===== config.mk =====
export PLATFORM = sky130hd
export DESIGN_NAME = drive_command_collision_guard_core
export DESIGN_NICKNAME = d
export VERILOG_FILES = /design/src/hdl/dccg_pkg.sv /design/src/hdl/drive_command_collision_guard_core.sv
export SDC_FILE = /design/constraint.sdc
export NUM_CORES = 2
export LEC_CHECK = 0
export BUFFER_PORTS_ARGS = -buffer_cell sky130_fd_sc_hd__buf_2
export CORE_MARGIN = 2
export CORE_UTILIZATION = 30
export CTS_CLUSTER_SIZE = 24
export DETAILED_ROUTE_END_ITERATION = 6
export SETUP_SLACK_MARGIN = 0.5
export SYNTH_ARGS = -nofsm -noshare
export SYNTH_HDL_FRONTEND = slang
export SYNTH_SLANG_ARGS = --single-unit

===== constraint.sdc =====
create_clock -name clk -period 21.4 [get_ports clk]
set_input_delay 2.14 -clock clk [delete_from_list [all_inputs] [get_ports clk]]
set_output_delay 2.14 -clock clk [all_outputs]
set_load 0.01 [all_outputs]

===== src/hdl/dccg_pkg.sv =====
`default_nettype none

package dccg_pkg;

  typedef struct packed {
    logic        fwd_button;
    logic        back_button;
    logic        left_button;
    logic        right_button;
    logic        echo_new;
    logic [14:0] echo_us;
  } in_t;

  typedef struct packed {
    logic [1:0] right_dir;
    logic [7:0] right_duty;
    logic [1:0] left_dir;
    logic [7:0] left_duty;
    logic       emergency_active;
    logic [9:0] distance_now;
  } out_t;

  typedef enum logic [1:0] {
    ST_IDLE,
    ST_RUN,
    ST_FINISH
  } state_t;

  typedef enum logic [2:0] {
    MS_ECHO,
    MS_SPEED,
    MS_SQUARE,
    MS_RANGE,
    MS_DECEL,
    MS_MARGIN,
    MS_COMPARE
  } step_t;

  typedef enum logic [1:0] {
    PH_IDLE,
    PH_BRAKE,
    PH_REVERSE,
    PH_SETTLE
  } phase_t;

  typedef enum logic [2:0] {
    CFG_DRIVE_DUTY,
    CFG_SPIN_DUTY,
    CFG_TRIM_RIGHT,
    CFG_TRIM_LEFT,
    CFG_SPEED_PER_STEP,
    CFG_BRAKE_DECEL,
    CFG_REVERSE_DUTY,
    CFG_REVERSE_MS
  } cfg_idx_t;

  localparam logic [1:0] DIR_FWD   = 2'd0;
  localparam logic [1:0] DIR_BACK  = 2'd1;
  localparam logic [1:0] DIR_BRAKE = 2'd2;
  localparam logic [1:0] DIR_COAST = 2'd3;

  localparam logic [9:0] FAR_CM       = 10'd999;
  localparam logic [9:0] BRAKE_TICKS  = 10'd30;
  localparam logic [9:0] SETTLE_TICKS = 10'd80;

  // floor(x / 58) == (x * 36158) >> 21 for any 15-bit x
  localparam logic [27:0] RECIP_58      = 28'd36158;
  localparam int          RECIP_SHIFT   = 21;
  localparam logic [27:0] UM20_PER_CM   = 28'd200000;
  localparam logic [27:0] DECEL_SCALE   = 28'd100;
  localparam logic [24:0] MARGIN_FLOOR  = 25'd4000000;

  localparam logic [7:0]  RST_DRIVE_DUTY   = 8'd255;
  localparam logic [7:0]  RST_SPIN_DUTY    = 8'd200;
  localparam logic [8:0]  RST_TRIM_RIGHT   = 9'h1DD;
  localparam logic [8:0]  RST_TRIM_LEFT    = 9'h000;
  localparam logic [13:0] RST_SPEED_STEP   = 14'd1300;
  localparam logic [13:0] RST_BRAKE_DECEL  = 14'd800;
  localparam logic [7:0]  RST_REVERSE_DUTY = 8'd160;
  localparam logic [9:0]  RST_REVERSE_MS   = 10'd180;

  function automatic logic [7:0] trimmed(input logic [7:0] speed, input logic [8:0] trim);
    logic signed [9:0] s;
    s = signed'({2'b00, speed}) + signed'({trim[8], trim});
    if (s < 10'sd0) begin
      return 8'd0;
    end else if (s > 10'sd255) begin
      return 8'hFF;
    end
    return s[7:0];
  endfunction

endpackage

`default_nettype wire


===== src/hdl/drive_command_collision_guard_core.sv =====
// One beat in gives one beat out. Each tick passes through the idle state
// that ends in acceptance, seven sequencer steps that share a single
// registered 22x28 multiplier (echo to centimeters, speed, speed squared, range,
// deceleration scale, stopping margin, final compare), and the finish state
// that updates the guard phase and loads the result into the output register.
// in_stall is high outside the idle state, so no new beat is taken before the
// result is loaded, and the finish state waits while an earlier result is still stalled at the output.
`default_nettype none

module drive_command_collision_guard_core #(
  parameter int unsigned ECHO_TIMEOUT_US = 25000
) (
  input  wire logic            clk,
  input  wire logic            rst_n,
  input  wire logic            in_valid,
  output logic                 in_stall,
  input  wire dccg_pkg::in_t   in_data,
  output logic                 out_valid,
  input  wire logic            out_stall,
  output dccg_pkg::out_t       out_data,
  input  wire logic            cfg_psel,
  input  wire logic            cfg_penable,
  input  wire logic            cfg_pwrite,
  input  wire logic [4:0]      cfg_paddr,
  input  wire logic [31:0]     cfg_pwdata,
  output logic [31:0]          cfg_prdata,
  output logic                 cfg_pready
);

  dccg_pkg::state_t state_r, state_nxt;
  dccg_pkg::step_t  step_r, step_nxt;
  dccg_pkg::in_t    item_r;
  dccg_pkg::out_t   out_r, out_nxt;
  logic             out_valid_r;

  logic [7:0]  drive_duty_r, spin_duty_r, reverse_duty_r;
  logic [8:0]  trim_right_r, trim_left_r;
  logic [13:0] speed_step_r, brake_decel_r;
  logic [9:0]  reverse_ms_r;

  logic [9:0]          cm_r;
  dccg_pkg::phase_t    phase_r, phase_nxt;
  logic [9:0]          ticks_r, ticks_nxt;
  logic [1:0]          held_rd_r, held_ld_r;

  logic [21:0] mul_a;
  logic [27:0] mul_b;
  logic [49:0] prod_r;
  logic [43:0] vsq_r;
  logic [24:0] b20_r;
  logic [27:0] w_r;
  logic        wpos_r;
  logic        clear_r;

  logic        cfg_wr;
  logic        accept;
  logic        load;
  logic [9:0]  arc_sum;
  logic [7:0]  arc;
  logic [7:0]  pwm, rs, ls;
  logic        arc_left, arc_right;
  logic [13:0] decel;
  logic [24:0] seven_v;
  logic [27:0] range_um;
  logic        echo_timeout;

  assign cfg_pready = 1'b1;
  assign cfg_wr     = cfg_psel && cfg_penable && cfg_pwrite && cfg_pready;
  assign accept     = in_valid && !in_stall;
  assign in_stall   = (state_r != dccg_pkg::ST_IDLE);
  assign out_valid  = out_valid_r;
  assign out_data   = out_r;
  assign load       = (state_r == dccg_pkg::ST_FINISH) && (!out_valid_r || !out_stall);

  always_ff @(posedge clk) begin
    if (!rst_n) begin
      drive_duty_r   <= dccg_pkg::RST_DRIVE_DUTY;
      spin_duty_r    <= dccg_pkg::RST_SPIN_DUTY;
      trim_right_r   <= dccg_pkg::RST_TRIM_RIGHT;
      trim_left_r    <= dccg_pkg::RST_TRIM_LEFT;
      speed_step_r   <= dccg_pkg::RST_SPEED_STEP;
      brake_decel_r  <= dccg_pkg::RST_BRAKE_DECEL;
      reverse_duty_r <= dccg_pkg::RST_REVERSE_DUTY;
      reverse_ms_r   <= dccg_pkg::RST_REVERSE_MS;
    end else if (cfg_wr) begin
      unique case (dccg_pkg::cfg_idx_t'(cfg_paddr[4:2]))
        dccg_pkg::CFG_DRIVE_DUTY:     drive_duty_r   <= cfg_pwdata[7:0];
        dccg_pkg::CFG_SPIN_DUTY:      spin_duty_r    <= cfg_pwdata[7:0];
        dccg_pkg::CFG_TRIM_RIGHT:     trim_right_r   <= cfg_pwdata[8:0];
        dccg_pkg::CFG_TRIM_LEFT:      trim_left_r    <= cfg_pwdata[8:0];
        dccg_pkg::CFG_SPEED_PER_STEP: speed_step_r   <= cfg_pwdata[13:0];
        dccg_pkg::CFG_BRAKE_DECEL:    brake_decel_r  <= cfg_pwdata[13:0];
        dccg_pkg::CFG_REVERSE_DUTY:   reverse_duty_r <= cfg_pwdata[7:0];
        dccg_pkg::CFG_REVERSE_MS:     reverse_ms_r   <= cfg_pwdata[9:0];
        default: ;
      endcase
    end
  end

  always_comb begin
    unique case (dccg_pkg::cfg_idx_t'(cfg_paddr[4:2]))
      dccg_pkg::CFG_DRIVE_DUTY:     cfg_prdata = {24'd0, drive_duty_r};
      dccg_pkg::CFG_SPIN_DUTY:      cfg_prdata = {24'd0, spin_duty_r};
      dccg_pkg::CFG_TRIM_RIGHT:     cfg_prdata = {23'd0, trim_right_r};
      dccg_pkg::CFG_TRIM_LEFT:      cfg_prdata = {23'd0, trim_left_r};
      dccg_pkg::CFG_SPEED_PER_STEP: cfg_prdata = {18'd0, speed_step_r};
      dccg_pkg::CFG_BRAKE_DECEL:    cfg_prdata = {18'd0, brake_decel_r};
      dccg_pkg::CFG_REVERSE_DUTY:   cfg_prdata = {24'd0, reverse_duty_r};
      dccg_pkg::CFG_REVERSE_MS:     cfg_prdata = {22'd0, reverse_ms_r};
      default:                      cfg_prdata = 32'd0;
    endcase
  end

  // drive speeds for straight and arc forward
  assign arc_sum   = {2'b00, drive_duty_r} + {1'b0, drive_duty_r, 1'b0};
  assign arc       = arc_sum[9:2];
  assign arc_left  = item_r.left_button && !item_r.right_button;
  assign arc_right = item_r.right_button && !item_r.left_button;
  always_comb begin
    pwm = drive_duty_r;
    rs  = drive_duty_r;
    ls  = drive_duty_r;
    if (arc_left) begin
      pwm = arc;
      rs  = arc;
      ls  = {1'b0, arc[7:1]};
    end else if (arc_right) begin
      pwm = arc;
      rs  = {1'b0, arc[7:1]};
      ls  = arc;
    end
  end

  assign decel        = (brake_decel_r == 14'd0) ? 14'd1 : brake_decel_r;
  assign seven_v      = {prod_r[21:0], 3'b000} - {3'b000, prod_r[21:0]};
  assign range_um     = prod_r[27:0];
  assign echo_timeout = (item_r.echo_us == 15'd0) ||
                        ({17'd0, item_r.echo_us} > 32'(ECHO_TIMEOUT_US));

  // shared multiplier operand select
  always_comb begin
    mul_a = '0;
    mul_b = '0;
    unique case (step_r)
      dccg_pkg::MS_ECHO: begin
        mul_a = {7'd0, item_r.echo_us};
        mul_b = dccg_pkg::RECIP_58;
      end
      dccg_pkg::MS_SPEED: begin
        mul_a = {14'd0, pwm};
        mul_b = {14'd0, speed_step_r};
      end
      dccg_pkg::MS_SQUARE: begin
        mul_a = prod_r[21:0];
        mul_b = {6'd0, prod_r[21:0]};
      end
      dccg_pkg::MS_RANGE: begin
        mul_a = {12'd0, cm_r};
        mul_b = dccg_pkg::UM20_PER_CM;
      end
      dccg_pkg::MS_DECEL: begin
        mul_a = {8'd0, decel};
        mul_b = dccg_pkg::DECEL_SCALE;
      end
      dccg_pkg::MS_MARGIN: begin
        mul_a = {1'b0, prod_r[20:0]};
        mul_b = w_r;
      end
      dccg_pkg::MS_COMPARE: begin
        mul_a = '0;
        mul_b = '0;
      end
      default: ;
    endcase
  end

  always_ff @(posedge clk) begin
    prod_r <= {28'd0, mul_a} * {22'd0, mul_b};
    if (accept) begin
      item_r <= in_data;
    end
    if (state_r == dccg_pkg::ST_RUN) begin
      unique case (step_r)
        dccg_pkg::MS_SQUARE: b20_r <= (seven_v < dccg_pkg::MARGIN_FLOOR) ?
                                      dccg_pkg::MARGIN_FLOOR : seven_v;
        dccg_pkg::MS_RANGE:  vsq_r <= prod_r[43:0];
        dccg_pkg::MS_DECEL: begin
          wpos_r <= range_um > {3'd0, b20_r};
          w_r    <= range_um - {3'd0, b20_r};
        end
        dccg_pkg::MS_COMPARE: clear_r <= wpos_r && (prod_r > {6'd0, vsq_r});
        default: ;
      endcase
    end
    if (load) begin
      out_r <= out_nxt;
    end
  end

  // guard phase sequencing and drive decision for one tick
  always_comb begin
    logic [1:0] rd, ld;
    logic [7:0] rduty, lduty;
    logic       emerg;
    rd        = dccg_pkg::DIR_BRAKE;
    ld        = dccg_pkg::DIR_BRAKE;
    rduty     = 8'd0;
    lduty     = 8'd0;
    emerg     = 1'b0;
    phase_nxt = phase_r;
    ticks_nxt = ticks_r;
    if (phase_r == dccg_pkg::PH_IDLE) begin
      if (item_r.fwd_button) begin
        if (clear_r) begin
          rd    = dccg_pkg::DIR_FWD;
          ld    = dccg_pkg::DIR_FWD;
          rduty = dccg_pkg::trimmed(rs, trim_right_r);
          lduty = dccg_pkg::trimmed(ls, trim_left_r);
        end else begin
          phase_nxt = dccg_pkg::PH_BRAKE;
          ticks_nxt = dccg_pkg::BRAKE_TICKS;
        end
      end else if (item_r.back_button) begin
        rd    = dccg_pkg::DIR_BACK;
        ld    = dccg_pkg::DIR_BACK;
        rduty = dccg_pkg::trimmed(drive_duty_r, trim_right_r);
        lduty = dccg_pkg::trimmed(drive_duty_r, trim_left_r);
      end else if (arc_left) begin
        rd    = dccg_pkg::DIR_FWD;
        ld    = dccg_pkg::DIR_BACK;
        rduty = dccg_pkg::trimmed(spin_duty_r, trim_right_r);
        lduty = dccg_pkg::trimmed(spin_duty_r, trim_left_r);
      end else if (arc_right) begin
        rd    = dccg_pkg::DIR_BACK;
        ld    = dccg_pkg::DIR_FWD;
        rduty = dccg_pkg::trimmed(spin_duty_r, trim_right_r);
        lduty = dccg_pkg::trimmed(spin_duty_r, trim_left_r);
      end
    end
    if (phase_nxt != dccg_pkg::PH_IDLE) begin
      emerg = 1'b1;
      unique case (phase_nxt)
        dccg_pkg::PH_BRAKE: begin
          rd = held_rd_r;
          ld = held_ld_r;
        end
        dccg_pkg::PH_REVERSE: begin
          rd    = dccg_pkg::DIR_BACK;
          ld    = dccg_pkg::DIR_BACK;
          rduty = reverse_duty_r;
          lduty = reverse_duty_r;
        end
        default: begin
          rd = dccg_pkg::DIR_BRAKE;
          ld = dccg_pkg::DIR_BRAKE;
        end
      endcase
      if (ticks_nxt > 10'd1) begin
        ticks_nxt = ticks_nxt - 10'd1;
      end else if (phase_nxt == dccg_pkg::PH_BRAKE && reverse_ms_r != 10'd0) begin
        phase_nxt = dccg_pkg::PH_REVERSE;
        ticks_nxt = reverse_ms_r;
      end else if (phase_nxt != dccg_pkg::PH_SETTLE) begin
        phase_nxt = dccg_pkg::PH_SETTLE;
        ticks_nxt = dccg_pkg::SETTLE_TICKS;
      end else begin
        phase_nxt = dccg_pkg::PH_IDLE;
        ticks_nxt = 10'd0;
      end
    end
    out_nxt.right_dir        = rd;
    out_nxt.right_duty       = rduty;
    out_nxt.left_dir         = ld;
    out_nxt.left_duty        = lduty;
    out_nxt.emergency_active = emerg;
    out_nxt.distance_now     = cm_r;
  end

  // sequencer
  always_comb begin
    state_nxt = state_r;
    step_nxt  = step_r;
    unique case (state_r)
      dccg_pkg::ST_IDLE: begin
        if (accept) begin
          state_nxt = dccg_pkg::ST_RUN;
          step_nxt  = dccg_pkg::MS_ECHO;
        end
      end
      dccg_pkg::ST_RUN: begin
        if (step_r == dccg_pkg::MS_COMPARE) begin
          state_nxt = dccg_pkg::ST_FINISH;
        end else begin
          step_nxt = dccg_pkg::step_t'(step_r + 3'd1);
        end
      end
      dccg_pkg::ST_FINISH: begin
        if (load) begin
          state_nxt = dccg_pkg::ST_IDLE;
        end
      end
      default: state_nxt = dccg_pkg::ST_IDLE;
    endcase
  end

  always_ff @(posedge clk) begin
    if (!rst_n) begin
      state_r     <= dccg_pkg::ST_IDLE;
      step_r      <= dccg_pkg::MS_ECHO;
      out_valid_r <= 1'b0;
      cm_r        <= dccg_pkg::FAR_CM;
      phase_r     <= dccg_pkg::PH_IDLE;
      ticks_r     <= 10'd0;
      held_rd_r   <= dccg_pkg::DIR_COAST;
      held_ld_r   <= dccg_pkg::DIR_COAST;
    end else begin
      state_r <= state_nxt;
      step_r  <= step_nxt;
      if (load) begin
        out_valid_r <= 1'b1;
        phase_r     <= phase_nxt;
        ticks_r     <= ticks_nxt;
        held_rd_r   <= out_nxt.right_dir;
        held_ld_r   <= out_nxt.left_dir;
      end else if (!out_stall) begin
        out_valid_r <= 1'b0;
      end
      if (state_r == dccg_pkg::ST_RUN && step_r == dccg_pkg::MS_SPEED &&
          item_r.echo_new) begin
        cm_r <= echo_timeout ? dccg_pkg::FAR_CM :
                prod_r[dccg_pkg::RECIP_SHIFT +: 10];
      end
    end
  end

  a_idle_no_ticks: assert property (@(posedge clk) disable iff (!rst_n)
    phase_r == dccg_pkg::PH_IDLE |-> ticks_r == 10'd0)
    else $error("idle guard phase with ticks pending");

  a_accept_runs: assert property (@(posedge clk) disable iff (!rst_n)
    accept |=> state_r == dccg_pkg::ST_RUN && step_r == dccg_pkg::MS_ECHO)
    else $error("accepted beat did not start the sequencer");

  a_result_from_finish: assert property (@(posedge clk) disable iff (!rst_n)
    $rose(out_valid_r) |-> $past(state_r) == dccg_pkg::ST_FINISH)
    else $error("result appeared outside the finish step");

  a_distance_range: assert property (@(posedge clk) disable iff (!rst_n)
    cm_r <= dccg_pkg::FAR_CM)
    else $error("obstacle distance out of range");

endmodule

`default_nettype wire


==> flow_metrics.tcl <==
set metrics [dict create \
    synthTopCellsByArea "fa_1 (27%), edfxtp_1 (12%), ha_1 (10%), dfxtp_1 (8.3%), inv_1 (6.9%)" \
    ir_drop_mv 0.328 \
    synthCells 4494 \
    met3WireLength_um 11000 \
    synth_xor_area_share_pct 2.95 \
    hold_class "reg -> reg" \
    area_delta_synth_final_pct 9.48 \
    dp.final_hpwl_um 100000 \
    hold_viol_final 0 \
    drv_cap 0 \
    cts.sinks 312 \
    final_cell_mix "inv_1 (716), nand2_1 (695), fa_1 (525)" \
    min_period_ps 10730 \
    clockBufferDepth 3 \
    port_buffers 90 \
    dieArea_mm2 0.133 \
    fmax_mhz 93.2 \
    outcome "completed" \
    cp-start-kind "flip-flop" \
    finalSetupTns_ps 0 \
    drive_above_1_share_pct 6.13 \
    setup_viol 0 \
    drt_iter0_markers 3197 \
    seq_power_share_pct 15.9 \
    synth_warnings 0 \
    mostFrequentLayoutCell "inv_1" \
    placementRows 132 \
    synth_edf_count 150 \
    synth_ff_type "dfxtp_1" \
    synthAdderAreaFrac_pct 37.4 \
    p_leak_uw 0.0193 \
    design_area_mm2 0.0426 \
    cts_resized 0 \
    wl_met1_um 53700 \
    p_comb_share_pct 71.7 \
    layout_setup_ws_ps 10670 \
    hold_slack_ps 440 \
    cp_top_family "adder cells" \
    p_per_area_mw_per_mm2 129 \
    synthArstFlopShare_pct 0 \
    gp_congestion 0.970 \
    dieWidth_um 364 \
    grt_max_degree 81 \
    ys_seq_area_share_pct 19.9 \
    path_buf_inv 6 \
    post-route-drc-count 0 \
    hold_buffers 0 \
    synth.avg_cell_area_um2 8.66 \
    via_per_inst 5.16 \
    tritoncts.num_buffers 37 \
    intPower_uw 2660 \
    clk_pin_slew_ps 50 \
    worst_pin_slew_ps 1270 \
    nFillCells 13600 \
    place_area_mm2 0.0413 \
    fin_crit_sh_pct 50.1 \
    wl_met2_um 56200 \
    insertion_delay_ps 590 \
    switching_share_pct 51.7 \
    cp_slowest_stage_delay_ps 710 \
    synth_top_family_by_area "adder cells" \
    wl_um 125000 \
    drtAntennaViolNets 0 \
    fin_skew_ps 36.1 \
    netlist.area_leader.share_pct 27.0 \
    netSwitchingPower_uw 2850 \
    cts_tree "built" \
    crit_slowest_cell "o41ai_2" \
    antennaDiodeCount 0 \
    start_util_pct 30.1 \
    worst_ep_required_time_ps 21860 \
    critPathCaptureType "flip-flop" \
    ys_types 84 \
    synth-simple-area-share_pct 16.5 \
    post_cts_buffers 0 \
    nets 5414 \
    total_power_uw 5510 \
    slew_headroom_pct 15.1 \
    post_drt_wl_per_cell_um 20.0 \
    vias 32400 \
    power_frac_clock_pct 12.4 \
    grt_use_total_pct 19.1 \
    gr-total-overflow 0 \
    dr.pass1.iters 6 \
    top_layer_used "met4" \
    synth_compound_area_share_pct 12.5 \
    h-tree-depth 2 \
    cts.root.buffer_cell "clkbuf_16" \
    rsz0062_at_grt "false" \
    grt_pass1_vias 32600 \
    cp_max_fo 38 \
    core-area_mm2 0.129 \
    io_pins 130 \
    synth_top_area_cell "fa_1" \
    crit_type "reg -> reg" \
    grt_first_pass_wirelength_um 195000 \
    die-height_um 364 \
    muxShareOfSynthArea_pct 1.67 \
    syn-cell-area_mm2 0.0389 \
    synth_seq_cells 312 \
    crit_arrival_ps 11190 \
    antenna_found_initial 1 \
    drv_slew 0 \
    dp_worst_setup_slack_ps 10980 \
    cpMostUsedCell "fa_1" \
]
## power groups by stage
| stage | Combinational [uW] | Clock [uW] | Sequential, uW |
|---|---|---|---|
| 6_report | 3950 | 684 | 878 |
| 5_1_grt | 4340 | 718 | 881 |
| 4_1_cts | 3900 | 693 | 875 |
| 3_5_place_dp | 3850 | 0 | 886 |
| 3_3_place_gp | 3830 | 0 | 887 |
| 2_1_floorplan | 2790 | 0 | 810 |
## sequential cells by signal, indices dropped and copies added, names as in the netlist, 10 cells and up
register,count
out_data,31
cm_r,10
speed_step_r,14
w_r,28
item_r,20
brake_decel_r,14
ticks_r,10
prod_r,50
vsq_r,44
reverse_ms_r,10
b20_r,25
## per-stage QoR
step / std cells / util (%)
detailed placement: 6206 / 32.0
CTS: 6274 / 33.0
floorplan: 4517 / -
global route: 6274 / 33.0
global placement: 6206 / 32.0
finish: 6274 / 33.0
## metal layers
metal / vias to the layer above / GRT usage [%]
met1: 16100 / 26.4
met2: 1385 / 30.6
met3: 234 / 2.78
met5: - / 0
li1: 14600 / -
met4: 0 / 6.30
## worst paths after layout
check	startpoint	end	slack [ps]	cells after the start
setup / recovery	step_r[2]$_SDFFE_PN0P_	prod_r[49]$_DFF_P_	10670	28
hold / removal	prod_r[42]$_DFF_P_	vsq_r[42]$_DFFE_PP_	440	0
setup reg to reg	step_r[2]$_SDFFE_PN0P_	prod_r[49]$_DFF_P_	10670	28
hold reg to reg	prod_r[42]$_DFF_P_	vsq_r[42]$_DFFE_PP_	440	0
## area by class of cell
| class | count | area, um^2 | share of cell area, % |
|---|---|---|---|
| clock inverters | 17 | 244 | 0.573 |
| multi-input cells | 3282 | 27800 | 65.1 |
| flip-flops and latches | 312 | 7750 | 18.2 |
| inverters | 717 | 2690 | 6.32 |
| well taps | 1742 | 2180 | 5.12 |
| repair buffers | 153 | 923 | 2.17 |
| clock buffers | 51 | 1060 | 2.49 |
## kinds of logic after synthesis
kind of cell    count (synthesis)
simple gates                 1470
buf+inv                       923
fa+ha+maj                     847
compound gates                748
flops                         312
xor+xnor                      131
mux                            61
other cells                     2
## cell usage after synthesis, types with 7 or more instances
| cell | instances |
|---|---|
| inv_1 | 716 |
| nand2_1 | 697 |
| fa_1 | 525 |
| nor2_1 | 376 |
| ha_1 | 322 |
| a21oi_1 | 207 |
| clkbuf_1 | 174 |
| dfxtp_1 | 162 |
| edfxtp_1 | 150 |
| o21ai_0 | 146 |
| a21o_1 | 92 |
| xnor2_1 | 87 |
| nand3_1 | 86 |
| nor3_1 | 55 |
| xor2_1 | 44 |
| and3_1 | 42 |
| mux2i_1 | 40 |
| nor2b_1 | 36 |
| and2_1 | 35 |
| nand2b_1 | 35 |
| nand4_1 | 33 |
| a21boi_0 | 29 |
| o21a_1 | 28 |
| o211ai_1 | 24 |
| a31oi_1 | 23 |
| a211oi_1 | 21 |
| a22oi_1 | 21 |
| mux2_2 | 20 |
| buf_4 | 19 |
| o22ai_1 | 19 |
| o21bai_1 | 18 |
| a221oi_1 | 17 |
| or3_1 | 17 |
| a31o_2 | 11 |
| buf_1 | 11 |
| nor4_1 | 10 |
| o31ai_1 | 10 |
| or2_2 | 10 |
| or4_1 | 10 |
| a211o_1 | 7 |
(Power assumes the default switching activity.)
